[src/design/bresenham_line_pixel_stepper_unit_defines.svh]
// Assertion macros shared by the line stepper RTL.
// Both macros sample on clk_i and are disabled while rst_ni is low.
`ifndef BRESENHAM_LINE_PIXEL_STEPPER_UNIT_DEFINES_SVH
`define BRESENHAM_LINE_PIXEL_STEPPER_UNIT_DEFINES_SVH

`ifndef SYNTH
`define BLS_ASSERT(label, prop, msg) \
  label: assert property (@(posedge clk_i) disable iff (!rst_ni) prop) else $error(msg);
`define BLS_ASSERT_NEVER(label, expr, msg) \
  label: assert property (@(posedge clk_i) disable iff (!rst_ni) !(expr)) else $error(msg);
`else
`define BLS_ASSERT(label, prop, msg)
`define BLS_ASSERT_NEVER(label, expr, msg)
`endif

`endif

[src/design/bls_pkg.sv]
package bls_pkg;

  localparam int COORD_BITS = 13;
  localparam int POS_BITS   = COORD_BITS + 1;
  localparam int DEC_BITS   = COORD_BITS + 4;
  localparam int PIX_BITS   = COORD_BITS + 2;
  localparam int SIDE_BITS  = COORD_BITS;
  localparam int ROW_BITS   = COORD_BITS - 1;
  localparam int SIDE_MAX   = 2 ** (COORD_BITS - 1);
  localparam int COLOR_BITS = 24;

  localparam int IN_DATA_BITS   = 4 * COORD_BITS + COLOR_BITS;
  localparam int TDATA_IN_BITS  = ((IN_DATA_BITS + 7) / 8) * 8;
  localparam int OUT_DATA_BITS  = 2 * COORD_BITS + 1 + ROW_BITS + COLOR_BITS;
  localparam int TDATA_OUT_BITS = ((OUT_DATA_BITS + 7) / 8) * 8;

  localparam int APB_ADDR_BITS = 3;
  localparam int APB_DATA_BITS = 32;
  localparam int REG_IDX_LSB   = 2;
  localparam int REG_IDX_BITS  = APB_ADDR_BITS - REG_IDX_LSB;

  localparam logic [REG_IDX_BITS-1:0] REG_RASTER_SIDE = REG_IDX_BITS'(0);
  localparam logic [SIDE_BITS-1:0]    RASTER_SIDE_RST = SIDE_BITS'(150);

  typedef enum logic {
    OP_START = 1'b0,
    OP_STEP  = 1'b1
  } op_e;

  typedef struct packed {
    logic [COLOR_BITS-1:0] color;
    logic [COORD_BITS-1:0] to_y;
    logic [COORD_BITS-1:0] to_x;
    logic [COORD_BITS-1:0] from_y;
    logic [COORD_BITS-1:0] from_x;
  } in_data_t;

  typedef struct packed {
    op_e      op;
    in_data_t data;
  } item_t;

  typedef struct packed {
    logic                  busy;
    logic [POS_BITS-1:0]   major_pos;
    logic [POS_BITS-1:0]   minor_pos;
    logic [POS_BITS-1:0]   major_len;
    logic [DEC_BITS-1:0]   decision;
    logic [DEC_BITS-1:0]   diag_step;
    logic [DEC_BITS-1:0]   straight_step;
    logic                  neg_x_dir;
    logic                  neg_y_dir;
    logic                  steep_swap;
    logic [COORD_BITS-1:0] origin_x;
    logic [COORD_BITS-1:0] origin_y;
    logic [COLOR_BITS-1:0] line_color;
  } state_t;

  typedef struct packed {
    logic                  valid_res;
    logic [COORD_BITS-1:0] pixel_x;
    logic [COORD_BITS-1:0] pixel_y;
    logic                  in_bounds;
    logic [ROW_BITS-1:0]   pixel_row;
    logic [COLOR_BITS-1:0] pixel_color;
    logic                  last;
  } result_t;

  typedef struct packed {
    logic [COLOR_BITS-1:0] pixel_color;
    logic [ROW_BITS-1:0]   pixel_row;
    logic                  in_bounds;
    logic [COORD_BITS-1:0] pixel_y;
    logic [COORD_BITS-1:0] pixel_x;
  } out_data_t;

endpackage

[src/design/bls_step.sv]
module bls_step (
  input  bls_pkg::item_t                  item_i,
  input  bls_pkg::state_t                 state_i,
  input  logic [bls_pkg::SIDE_BITS-1:0]   raster_side_i,
  output bls_pkg::state_t                 state_o,
  output bls_pkg::result_t                result_o
);
  import bls_pkg::*;

  logic [POS_BITS-1:0]        dx, dy, adx, ady, maj, mnr, major_inc;
  logic                       steep, dec_ge;
  state_t                     nxt;
  logic [POS_BITS-1:0]        off_x, off_y;
  logic signed [PIX_BITS-1:0] org_x, org_y, px, py, side_ext, row_full;
  logic [SIDE_BITS-1:0]       side;
  logic                       inb;

  // Setup of a new line: fold it into the first octant.
  always_comb begin
    dx = {item_i.data.to_x[COORD_BITS-1], item_i.data.to_x}
       - {item_i.data.from_x[COORD_BITS-1], item_i.data.from_x};
    dy = {item_i.data.to_y[COORD_BITS-1], item_i.data.to_y}
       - {item_i.data.from_y[COORD_BITS-1], item_i.data.from_y};
    adx   = dx[POS_BITS-1] ? -dx : dx;
    ady   = dy[POS_BITS-1] ? -dy : dy;
    steep = adx < ady;
    maj   = steep ? ady : adx;
    mnr   = steep ? adx : ady;
  end

  always_comb begin
    nxt       = state_i;
    dec_ge    = !state_i.decision[DEC_BITS-1];
    major_inc = state_i.major_pos + POS_BITS'(1);
    if (item_i.op == OP_START) begin
      nxt.origin_x      = item_i.data.from_x;
      nxt.origin_y      = item_i.data.from_y;
      nxt.line_color    = item_i.data.color;
      nxt.neg_x_dir     = dx[POS_BITS-1];
      nxt.neg_y_dir     = dy[POS_BITS-1];
      nxt.steep_swap    = steep;
      nxt.major_len     = maj;
      nxt.major_pos     = '0;
      nxt.minor_pos     = '0;
      nxt.diag_step     = DEC_BITS'({mnr, 1'b0}) - DEC_BITS'({maj, 1'b0});
      nxt.straight_step = DEC_BITS'({mnr, 1'b0});
      nxt.decision      = DEC_BITS'({mnr, 1'b0}) - DEC_BITS'(maj);
      nxt.busy          = maj != '0;
    end else if (state_i.busy) begin
      nxt.decision  = state_i.decision + (dec_ge ? state_i.diag_step : state_i.straight_step);
      nxt.minor_pos = state_i.minor_pos + POS_BITS'(dec_ge);
      nxt.major_pos = major_inc;
      nxt.busy      = major_inc < state_i.major_len;
    end
  end

  // Unfold the pixel from the updated position.
  always_comb begin
    off_x    = nxt.steep_swap ? nxt.minor_pos : nxt.major_pos;
    off_y    = nxt.steep_swap ? nxt.major_pos : nxt.minor_pos;
    org_x    = {{2{nxt.origin_x[COORD_BITS-1]}}, nxt.origin_x};
    org_y    = {{2{nxt.origin_y[COORD_BITS-1]}}, nxt.origin_y};
    px       = org_x + (nxt.neg_x_dir ? -$signed({1'b0, off_x}) : $signed({1'b0, off_x}));
    py       = org_y + (nxt.neg_y_dir ? -$signed({1'b0, off_y}) : $signed({1'b0, off_y}));
    side     = (raster_side_i > SIDE_BITS'(SIDE_MAX)) ? SIDE_BITS'(SIDE_MAX) : raster_side_i;
    side_ext = $signed({2'b00, side});
    inb      = !px[PIX_BITS-1] && !py[PIX_BITS-1] && (px < side_ext) && (py < side_ext);
    row_full = side_ext - PIX_BITS'(1) - py;

    result_o = '0;
    state_o  = state_i;
    if (item_i.op == OP_START || state_i.busy) begin
      state_o              = nxt;
      result_o.valid_res   = 1'b1;
      result_o.pixel_x     = px[COORD_BITS-1:0];
      result_o.pixel_y     = py[COORD_BITS-1:0];
      result_o.in_bounds   = inb;
      result_o.pixel_row   = inb ? row_full[ROW_BITS-1:0] : '0;
      result_o.pixel_color = nxt.line_color;
      result_o.last        = !nxt.busy;
    end
  end

endmodule

[src/design/bresenham_line_pixel_stepper_unit.sv]
// Line rasterizer: a start sets up a line and emits its first pixel; a step emits the next pixel,
// or a result with valid_res low when the line is idle. Items go through the input register and
// the result register. One item per cycle unless m_axis stalls; setup and step are combinational.
// Reset clears the line state, the valid flags and sets raster_side to 150.
`include "bresenham_line_pixel_stepper_unit_defines.svh"

module bresenham_line_pixel_stepper_unit (
  input  logic                                clk_i,
  input  logic                                rst_ni,
  input  logic                                s_axis_tvalid_i,
  output logic                                s_axis_tready_o,
  // from_x, from_y, to_x, to_y, color, zero pad
  input  logic [bls_pkg::TDATA_IN_BITS-1:0]   s_axis_tdata_i,
  // op
  input  logic                                s_axis_tuser_i,
  output logic                                m_axis_tvalid_o,
  input  logic                                m_axis_tready_i,
  // pixel_x, pixel_y, in_bounds, pixel_row, pixel_color, zero pad
  output logic [bls_pkg::TDATA_OUT_BITS-1:0]  m_axis_tdata_o,
  // valid_res
  output logic                                m_axis_tuser_o,
  output logic                                m_axis_tlast_o,
  input  logic                                psel,
  input  logic                                penable,
  input  logic                                pwrite,
  input  logic [bls_pkg::APB_ADDR_BITS-1:0]   paddr,
  input  logic [bls_pkg::APB_DATA_BITS-1:0]   pwdata,
  output logic [bls_pkg::APB_DATA_BITS-1:0]   prdata,
  output logic                                pready
);
  import bls_pkg::*;

  item_t                   in_d, in_q;
  logic                    in_vld_q, out_vld_q;
  state_t                  state_d, state_q;
  result_t                 res_d, res_q;
  logic [SIDE_BITS-1:0]    raster_q;
  logic                    out_ready, fire, cfg_wr;
  logic [REG_IDX_BITS-1:0] reg_idx;
  out_data_t               out_data;

  assign out_ready       = !out_vld_q || m_axis_tready_i;
  assign fire            = in_vld_q && out_ready;
  assign s_axis_tready_o = !in_vld_q || out_ready;

  assign in_d.op   = op_e'(s_axis_tuser_i);
  assign in_d.data = s_axis_tdata_i[IN_DATA_BITS-1:0];

  bls_step u_step (
    .item_i        (in_q),
    .state_i       (state_q),
    .raster_side_i (raster_q),
    .state_o       (state_d),
    .result_o      (res_d)
  );

  always_ff @(posedge clk_i or negedge rst_ni) begin
    if (!rst_ni) begin
      in_vld_q  <= 1'b0;
      out_vld_q <= 1'b0;
      state_q   <= '0;
    end else begin
      if (s_axis_tready_o) begin
        in_vld_q <= s_axis_tvalid_i;
      end
      if (out_ready) begin
        out_vld_q <= in_vld_q;
      end
      if (fire) begin
        state_q <= state_d;
      end
    end
  end

  always_ff @(posedge clk_i) begin
    if (s_axis_tvalid_i && s_axis_tready_o) begin
      in_q <= in_d;
    end
    if (fire) begin
      res_q <= res_d;
    end
  end

  // Configuration port
  assign pready  = 1'b1;
  assign reg_idx = paddr[APB_ADDR_BITS-1:REG_IDX_LSB];
  assign cfg_wr  = psel && penable && pwrite && pready;
  assign prdata  = (reg_idx == REG_RASTER_SIDE) ? APB_DATA_BITS'(raster_q) : '0;

  always_ff @(posedge clk_i or negedge rst_ni) begin
    if (!rst_ni) begin
      raster_q <= RASTER_SIDE_RST;
    end else if (cfg_wr && reg_idx == REG_RASTER_SIDE) begin
      raster_q <= pwdata[SIDE_BITS-1:0];
    end
  end

  always_comb begin
    out_data.pixel_color = res_q.pixel_color;
    out_data.pixel_row   = res_q.pixel_row;
    out_data.in_bounds   = res_q.in_bounds;
    out_data.pixel_y     = res_q.pixel_y;
    out_data.pixel_x     = res_q.pixel_x;
  end

  assign m_axis_tvalid_o = out_vld_q;
  assign m_axis_tdata_o  = TDATA_OUT_BITS'(out_data);
  assign m_axis_tuser_o  = res_q.valid_res;
  assign m_axis_tlast_o  = res_q.last;

  `BLS_ASSERT(a_busy_pos_range, state_q.busy |-> (state_q.major_pos < state_q.major_len), "line active with position at or past its end")
  `BLS_ASSERT(a_step_emits_pixel, (fire && in_q.op == OP_STEP && state_q.busy) |=> (out_vld_q && res_q.valid_res), "step on an active line gave no pixel")
  `BLS_ASSERT_NEVER(a_idle_result_clean, out_vld_q && !res_q.valid_res && (res_q.in_bounds || res_q.last), "idle step result carries flags")
  `BLS_ASSERT_NEVER(a_row_zero_outside, out_vld_q && !res_q.in_bounds && (res_q.pixel_row != '0), "row nonzero for a pixel outside the raster")

endmodule

[config.mk]
export PLATFORM = sky130hd
export DESIGN_NAME = bresenham_line_pixel_stepper_unit
export DESIGN_NICKNAME = d
export VERILOG_FILES = /design/src/design/bls_pkg.sv /design/src/design/bls_step.sv /design/src/design/bresenham_line_pixel_stepper_unit.sv
export VERILOG_INCLUDE_DIRS = /design/src /design/src/design
export SDC_FILE = /design/constraint.sdc
export NUM_CORES = 1
export LEC_CHECK = 0
export BUFFER_PORTS_ARGS = -buffer_cell sky130_fd_sc_hd__buf_2
export CORE_MARGIN = 4
export CORE_UTILIZATION = 35
export DETAILED_ROUTE_END_ITERATION = 6
export HOLD_SLACK_MARGIN = 0.03
export MAX_ROUTING_LAYER = met4
export PLACE_DENSITY_LB_ADDON = 0.12
export SYNTH_ARGS = -nofsm -noshare
export SYNTH_HDL_FRONTEND = slang
export SYNTH_HIERARCHICAL = 1
export SYNTH_SLANG_ARGS = --single-unit
[constraint.sdc]
create_clock -name clk_i -period 14.05 [get_ports clk_i]
set_clock_uncertainty 0.05 [all_clocks]
set_input_delay 2.81 -clock clk_i [delete_from_list [all_inputs] [get_ports clk_i]]
set_output_delay 2.81 -clock clk_i [all_outputs]
set_load 0.02 [all_outputs]
Word-level counts from Yosys, hierarchy flattened. Cells that the tools add are included.

Reductions and logical operators: 22. Div/mod/pow operators: 0. Magnitude comparators: 5. Mux-type cells: 18. Equality and inequality tests: 1. $add $sub $neg: 15. Bitwise gates (word level): 2. Multiply operators: 0. Shifts and indexed selects: 0.

Operators with widths (count): 2-to-1 mux 14 bit (6); 2-to-1 mux 65 bit (1); 2-to-1 mux 29 bit (2); 2-to-1 mux 53 bit (1); 2-to-1 mux 17 bit (3); adder 13 x 15 -> 15 bit (2); < comparator 15 x 14 -> 1 bit (2); 2-to-1 mux 15 bit (2); negator 14 -> 15 bit (2); < comparator 14 bit (2); negator 14 bit (2); subtractor 13 x 13 -> 14 bit (2); 2-to-1 mux 13 bit (2); adder 17 bit (1); subtractor 15 x 14 -> 16 bit (1); subtractor 15 x 15 -> 16 bit (1); adder 14 x 1 -> 14 bit (1); adder 14 x 1 -> 14 bit, second input constant (1); nonzero test 14 bit (1); greater-than comparator 13 bit, second input constant (1); 2-to-1 mux 12 bit (1); subtractor 12 x 1 -> 12 bit, second input constant (1); subtractor 12 bit (1); logical AND 1 bit (8); 6 further kinds (16).

Register bits after elaboration: 300. Memories kept: 0. Output and inout bits: 101. Bits in latches: 0. RAM bits: 0. Memory bits (read-only): 0.

Depth between registers and ports, before layout.
Word-level depth: 17. Gate-level depth with buffers: 48.

By module. Netlist, hierarchy kept.

By module, submodules not included: bls_step (area each 11380.9 um^2, times used 1, sequential area each 0.0 um^2, cells each 1690); bresenham_line_pixel_stepper_unit (area each 11063.1 um^2, times used 1, sequential area each 8323.0 um^2, cells each 526).

Worst setup path after synthesis. No wires, ideal clock.

Path type: register to register. Start point: register in_q[21] in the netlist's numbering. End point: register res_q, in the netlist m_axis_tdata_o[30], data pin. Arrival time: 8326 ps. Path slack: 5543 ps. Cell stages (with the launch flop): 47. Buffers on the path: 5. Cells stage by stage: edfxtp_1 -> inv_1 -> ha_1 -> buf_2 -> nand2_1 -> o21ai_1 -> a21bo_1 -> a2111oi_4 -> or2_2 -> clkbuf_1 -> nand2_1 -> xnor2_1 -> inv_1 -> ha_1 -> inv_1 -> a21oi_1 -> o21ai_0 -> a31o_2 -> (+11 left out) -> a21oi_1 -> o21ai_0 -> a21oi_1 -> o21ai_0 -> a21oi_1 -> o21bai_1 -> a21oi_1 -> o21bai_1 -> xor2_1 -> ha_1 -> a22oi_1 -> o311ai_0 -> a311oi_1 -> o41ai_1 -> a311oi_1 -> and4_4 -> buf_2 -> and2_1.

Longest elaborated chain between the ends: 14. Elaborated cells on any way between the ends: 22. Classes of those cells: add/sub (7); order compare (3); mux (6); reduce/logical (6).

RTL lines: from (decl) (RTL line bresenham_line_pixel_stepper_unit.sv:33) `item_t in_d, in_q;`; from (signal assigned) (RTL line bresenham_line_pixel_stepper_unit.sv:77) `in_q <= in_d;`; subtractor 13 x 13 -> 14 bit (RTL line bls_step.sv:23) `- {item_i.data.from_y[COORD_BITS-1], item_i.data.from_y};`; negator 14 bit (RTL line bls_step.sv:25) `ady = dy[POS_BITS-1] ? -dy : dy;`; 2-to-1 mux 14 bit (RTL line bls_step.sv:25); < comparator 14 bit (RTL line bls_step.sv:26) `steep = adx < ady;`; 2-to-1 mux 53 bit * (RTL line bls_step.sv:35) `if (item_i.op == OP_START) begin`; branches (longest 9 deep; another with negator 14 -> 15 bit); to (signal assigned) (RTL line bresenham_line_pixel_stepper_unit.sv:80) `res_q <= res_d;`; to (decl) (RTL line bresenham_line_pixel_stepper_unit.sv:36) `result_t res_d, res_q;`.

Mark *: on every way between the ends. A chain may end at the register's enable or synchronous reset.

Worst setup path in the final report.
Start point: register in_q[0] in the netlist's numbering. End point: register res_q, in the netlist m_axis_tdata_o[29], data pin.

Longest elaborated chain between the ends: 14. Elaborated cells on any way between the ends: 22. Classes of those cells: add/sub (7); order compare (3); mux (6); reduce/logical (6).

RTL lines: subtractor 13 x 13 -> 14 bit (RTL line bls_step.sv:21) `- {item_i.data.from_x[COORD_BITS-1], item_i.data.from_x};`; negator 14 bit (RTL line bls_step.sv:24) `adx = dx[POS_BITS-1] ? -dx : dx;`; 2-to-1 mux 14 bit (RTL line bls_step.sv:24); < comparator 14 bit (RTL line bls_step.sv:26); 2-to-1 mux 53 bit * (RTL line bls_step.sv:35); branches (longest 9 deep; another with negator 14 -> 15 bit).

Marks and branches as above.

==> metrics.md <==
| Metric | Value |
|---|---|
| Status | complete, no violations |
| Final setup fails | 0 |
| Critical setup path kind | flop to flop |
| Global route overflow | 0 |
| CP endpoint kind | flop |
| Final Hold Vio Count | 0 |
| #FFs+latches synth | ~300 |
| Max Cap Violations | 0 |
| Port bufs | between 150 and 200 |
| F_max | approximately 95 MHz |
| Commonest non-fill, non-tap cell in the layout | nand2_1 |
| Final Critical Period | about 10 ns |
| Dpl cells | 3158 |
| Worst-path maximum fanout | 31 |
| Fill cells | 6300 |
| Largest stage delay on the critical path | around 0.66 ns |
| Fin cells | about 3200 |
| Worst path arrival time | ~11 ns |
| Max_slew headroom | 27.2% |
| Hold Crit Depth | 1 |
| Multi-input logic area | approximately 13000 sq um |
| Avg Cell Area, Syn | 10.1 sq um |
| Number of synthesized flops with an enable pin | about 140 |
| Design area | approximately 25000 sq um |
| Fraction of layout cells with a size suffix above 1 | between 20% and 30% |
| Power, Total | approximately 5.8 mW |
| Final #Nets | about 2600 |
| CTS tree | built |
| Setup repair bufs after CTS | 0 |
| CTS max path bufs | 3 |
| First-pass GRT wire length | 92.1 mm |
| Worst Hold Class | flop to flop |
| Post-route ant nets | 0 |
| Die W | about 260 um |
| CORE AREA | between 60000 and 70000 sq um |
| Least-Margin Pin Slew | 1.08 ns |
| GPL Wtd Cong | about 0.86 |
| Final worst setup slack | between 3 and 4 ns |
| Die Area | between 60000 and 70000 sq um |
| Dpl ws | between 3 and 4 ns |
| Worst vdd ir | 0.146 mV |
| Dpl cell area | roughly 24000 sq um |
| TritonCTS Sinks | a little over 300 |
| Syn. warnings | 6 |
| Number of buffers created by CTS | 38 |
| Antenna violations before repair | 0 |
| R2R depth | 38 |
| # hold bufs at CTS | 0 |
| Most frequent cell on the critical path | ha_1 |
| Mapped Area | 22400 sq um |
| Worst path slowest cell | a21o_2 |
| Clk slew on worst S/H paths | 0.06 ns |
| IO Pins | roughly 220 |
| Worst hold slack | between 0.4 and 0.5 ns |
| Iteration-0 DRC Markers | 860 |
| Setup tns final | 0 ns |
| Flip-flop and latch area | 8320 sq um |
| Pwr dens | roughly 230 nW/um^2 |
| Total leakage power | 11.3 nW |
| Area delta synth->final | 12.2% |
| RSZ-0062 raised after global routing | no |
| Largest net degree at the start of global routing | 170 |
| GRT Util Overall | between 15 and 20% |
| Vias after detailed routing | about 16000 |
| Synth Flop Type | dfrtp_1 |
| Startpoint types | flop |
| Most frequent cells in the layout | 199 x nand2_1, 176 x buf_2, 158 x dfrtp_1 |
| Slew Viols, Final | 0 |
| Cell row count | between 90 and 100 |
| Initial Util | 35.5% |
| Gate Count Post-Synth | roughly 2200 |
| Post-synth ARST share | between 50% and 60% |
| Routed vias/inst | ~5.0 |
| WL/cell | approximately 18 um |
| First-pass DRT Iterations | 6 |
| Chip height | 261 um |
| Synth cell types | 100 |
| Layout Utilization | approximately 40% |
| DRC | 0 |
| Crit share post-route | about three quarters |
| Sequential area share after synthesis | a little under two fifths |
| HPWL Detailed | roughly 44 mm |
| Clk_lat worst skew | about 0.56 ns |
| Post-CTS sizing | 0 |
| Htree depth | 2 |
| Number of global-route vias before repair | about 16000 |
| Clock tree root driver cell | clkbuf_16 |
| DRT Wirelength | approximately 59 mm |
| Crit path required time | ~14 ns |
state kept, by name, indices dropped and copies added, names as in the netlist:
signal	count
m_axis_tvalid_o	1
m_axis_tdata_o	63
in_q	77
state_q	147
m_axis_tlast_o	1
in_vld_q	1
m_axis_tuser_o	1
raster_q	13
synthesized netlist by cell type, types with 6 or more instances:
master	n	area, sq um
xnor2_1	97	850
xor2_1	60	526
a21o_1	38	285
o21ai_0	135	676
nand2b_1	22	138
and3_1	23	144
nor2b_1	67	419
a31oi_1	7	43.8
a211oi_1	15	113
nand4_1	13	81.3
buf_6	16	180
a21oi_2	8	70.1
mux2_4	120	1800
a21boi_0	6	45.0
or3_1	13	81.3
and2_1	52	325
mux2_2	111	1250
ha_1	153	1910
nor2_1	104	390
dfrtp_1	158	3950
inv_1	154	578
nor3_1	32	160
o21ai_1	7	35.0
nand3_1	36	180
nor4_1	8	50.1
o211ai_1	15	113
edfxtp_1	142	4260
o31ai_1	8	60.1
or2_2	8	50.1
fa_1	7	140
o21a_1	12	90.1
mux2i_1	22	220
o21bai_1	28	210
buf_1	13	48.8
buf_2	10	50.1
a21oi_1	120	601
clkbuf_1	52	195
nand2_1	199	747
buf_4	21	158
critical path, delay by kind of cell, from the launching register on:
family / cells / cell delay, ns
fa+ha+maj: 5 / 1.66
xor+xnor: 4 / 1.18
compound gates: 19 / 4.96
buf+inv: 2 / 0.23
simple gates: 8 / 1.71
flops: 1 / 0.50
path summary, 6_finish.rpt:
| check | start | to | slack (ns) |
|---|---|---|---|
| max in group asynchronous | rst_ni | raster_q[8]$_DFFE_PN0P_ | 9.77 |
| hold reg to reg | in_vld_q$_DFFE_PN0P_ | m_axis_tvalid_o$_DFFE_PN0P_ | 0.43 |
| setup / recovery | in_q[0]$_DFFE_PP_ | m_axis_tdata_o[29]$_DFFE_PP_ | 3.57 |
| setup reg to reg | in_q[0]$_DFFE_PP_ | m_axis_tdata_o[29]$_DFFE_PP_ | 3.57 |
| min in group asynchronous | rst_ni | state_q[53]$_DFFE_PN0P_ | 2.18 |
| hold / removal | in_vld_q$_DFFE_PN0P_ | m_axis_tvalid_o$_DFFE_PN0P_ | 0.43 |
area by class of cell:
type / count / share of cell area, %
well taps: 846 / 4.20
repair buffers: 190 / 4.03
inverters: 155 / 2.32
diodes: 1 / 0.00994
clock inverters: 9 / 0.363
flip-flops and latches: 304 / 33.0
multi-input cells: 1663 / 51.5
clock buffers: 59 / 4.54
per-layer routing:
metal	global-route usage [%]	routed length, um	up-vias
met3	1.96	1840	68
met4	4.27	1070	0
met5	-	0	-
li1	-	-	8058
met2	28.2	27900	243
met1	24.0	28600	7891
kinds of logic after synthesis:
| kind of cell | synth area share [%] |
|---|---|
| compound gates | 13.6 |
| fa+ha+maj | 9.15 |
| other cells | 0.0335 |
| xor+xnor | 6.74 |
| flops | 37.1 |
| buf+inv | 5.51 |
| simple gates | 13.3 |
| mux | 14.6 |
report_power, final:
| group | switching (mW) | internal (mW) | total, mW |
|---|---|---|---|
| Combinational | 1.96 | 1.56 | 3.53 |
| Clock | 0.396 | 0.579 | 0.974 |
| Sequential | 0.139 | 1.19 | 1.33 |
Power figures use the tool's default switching activity.
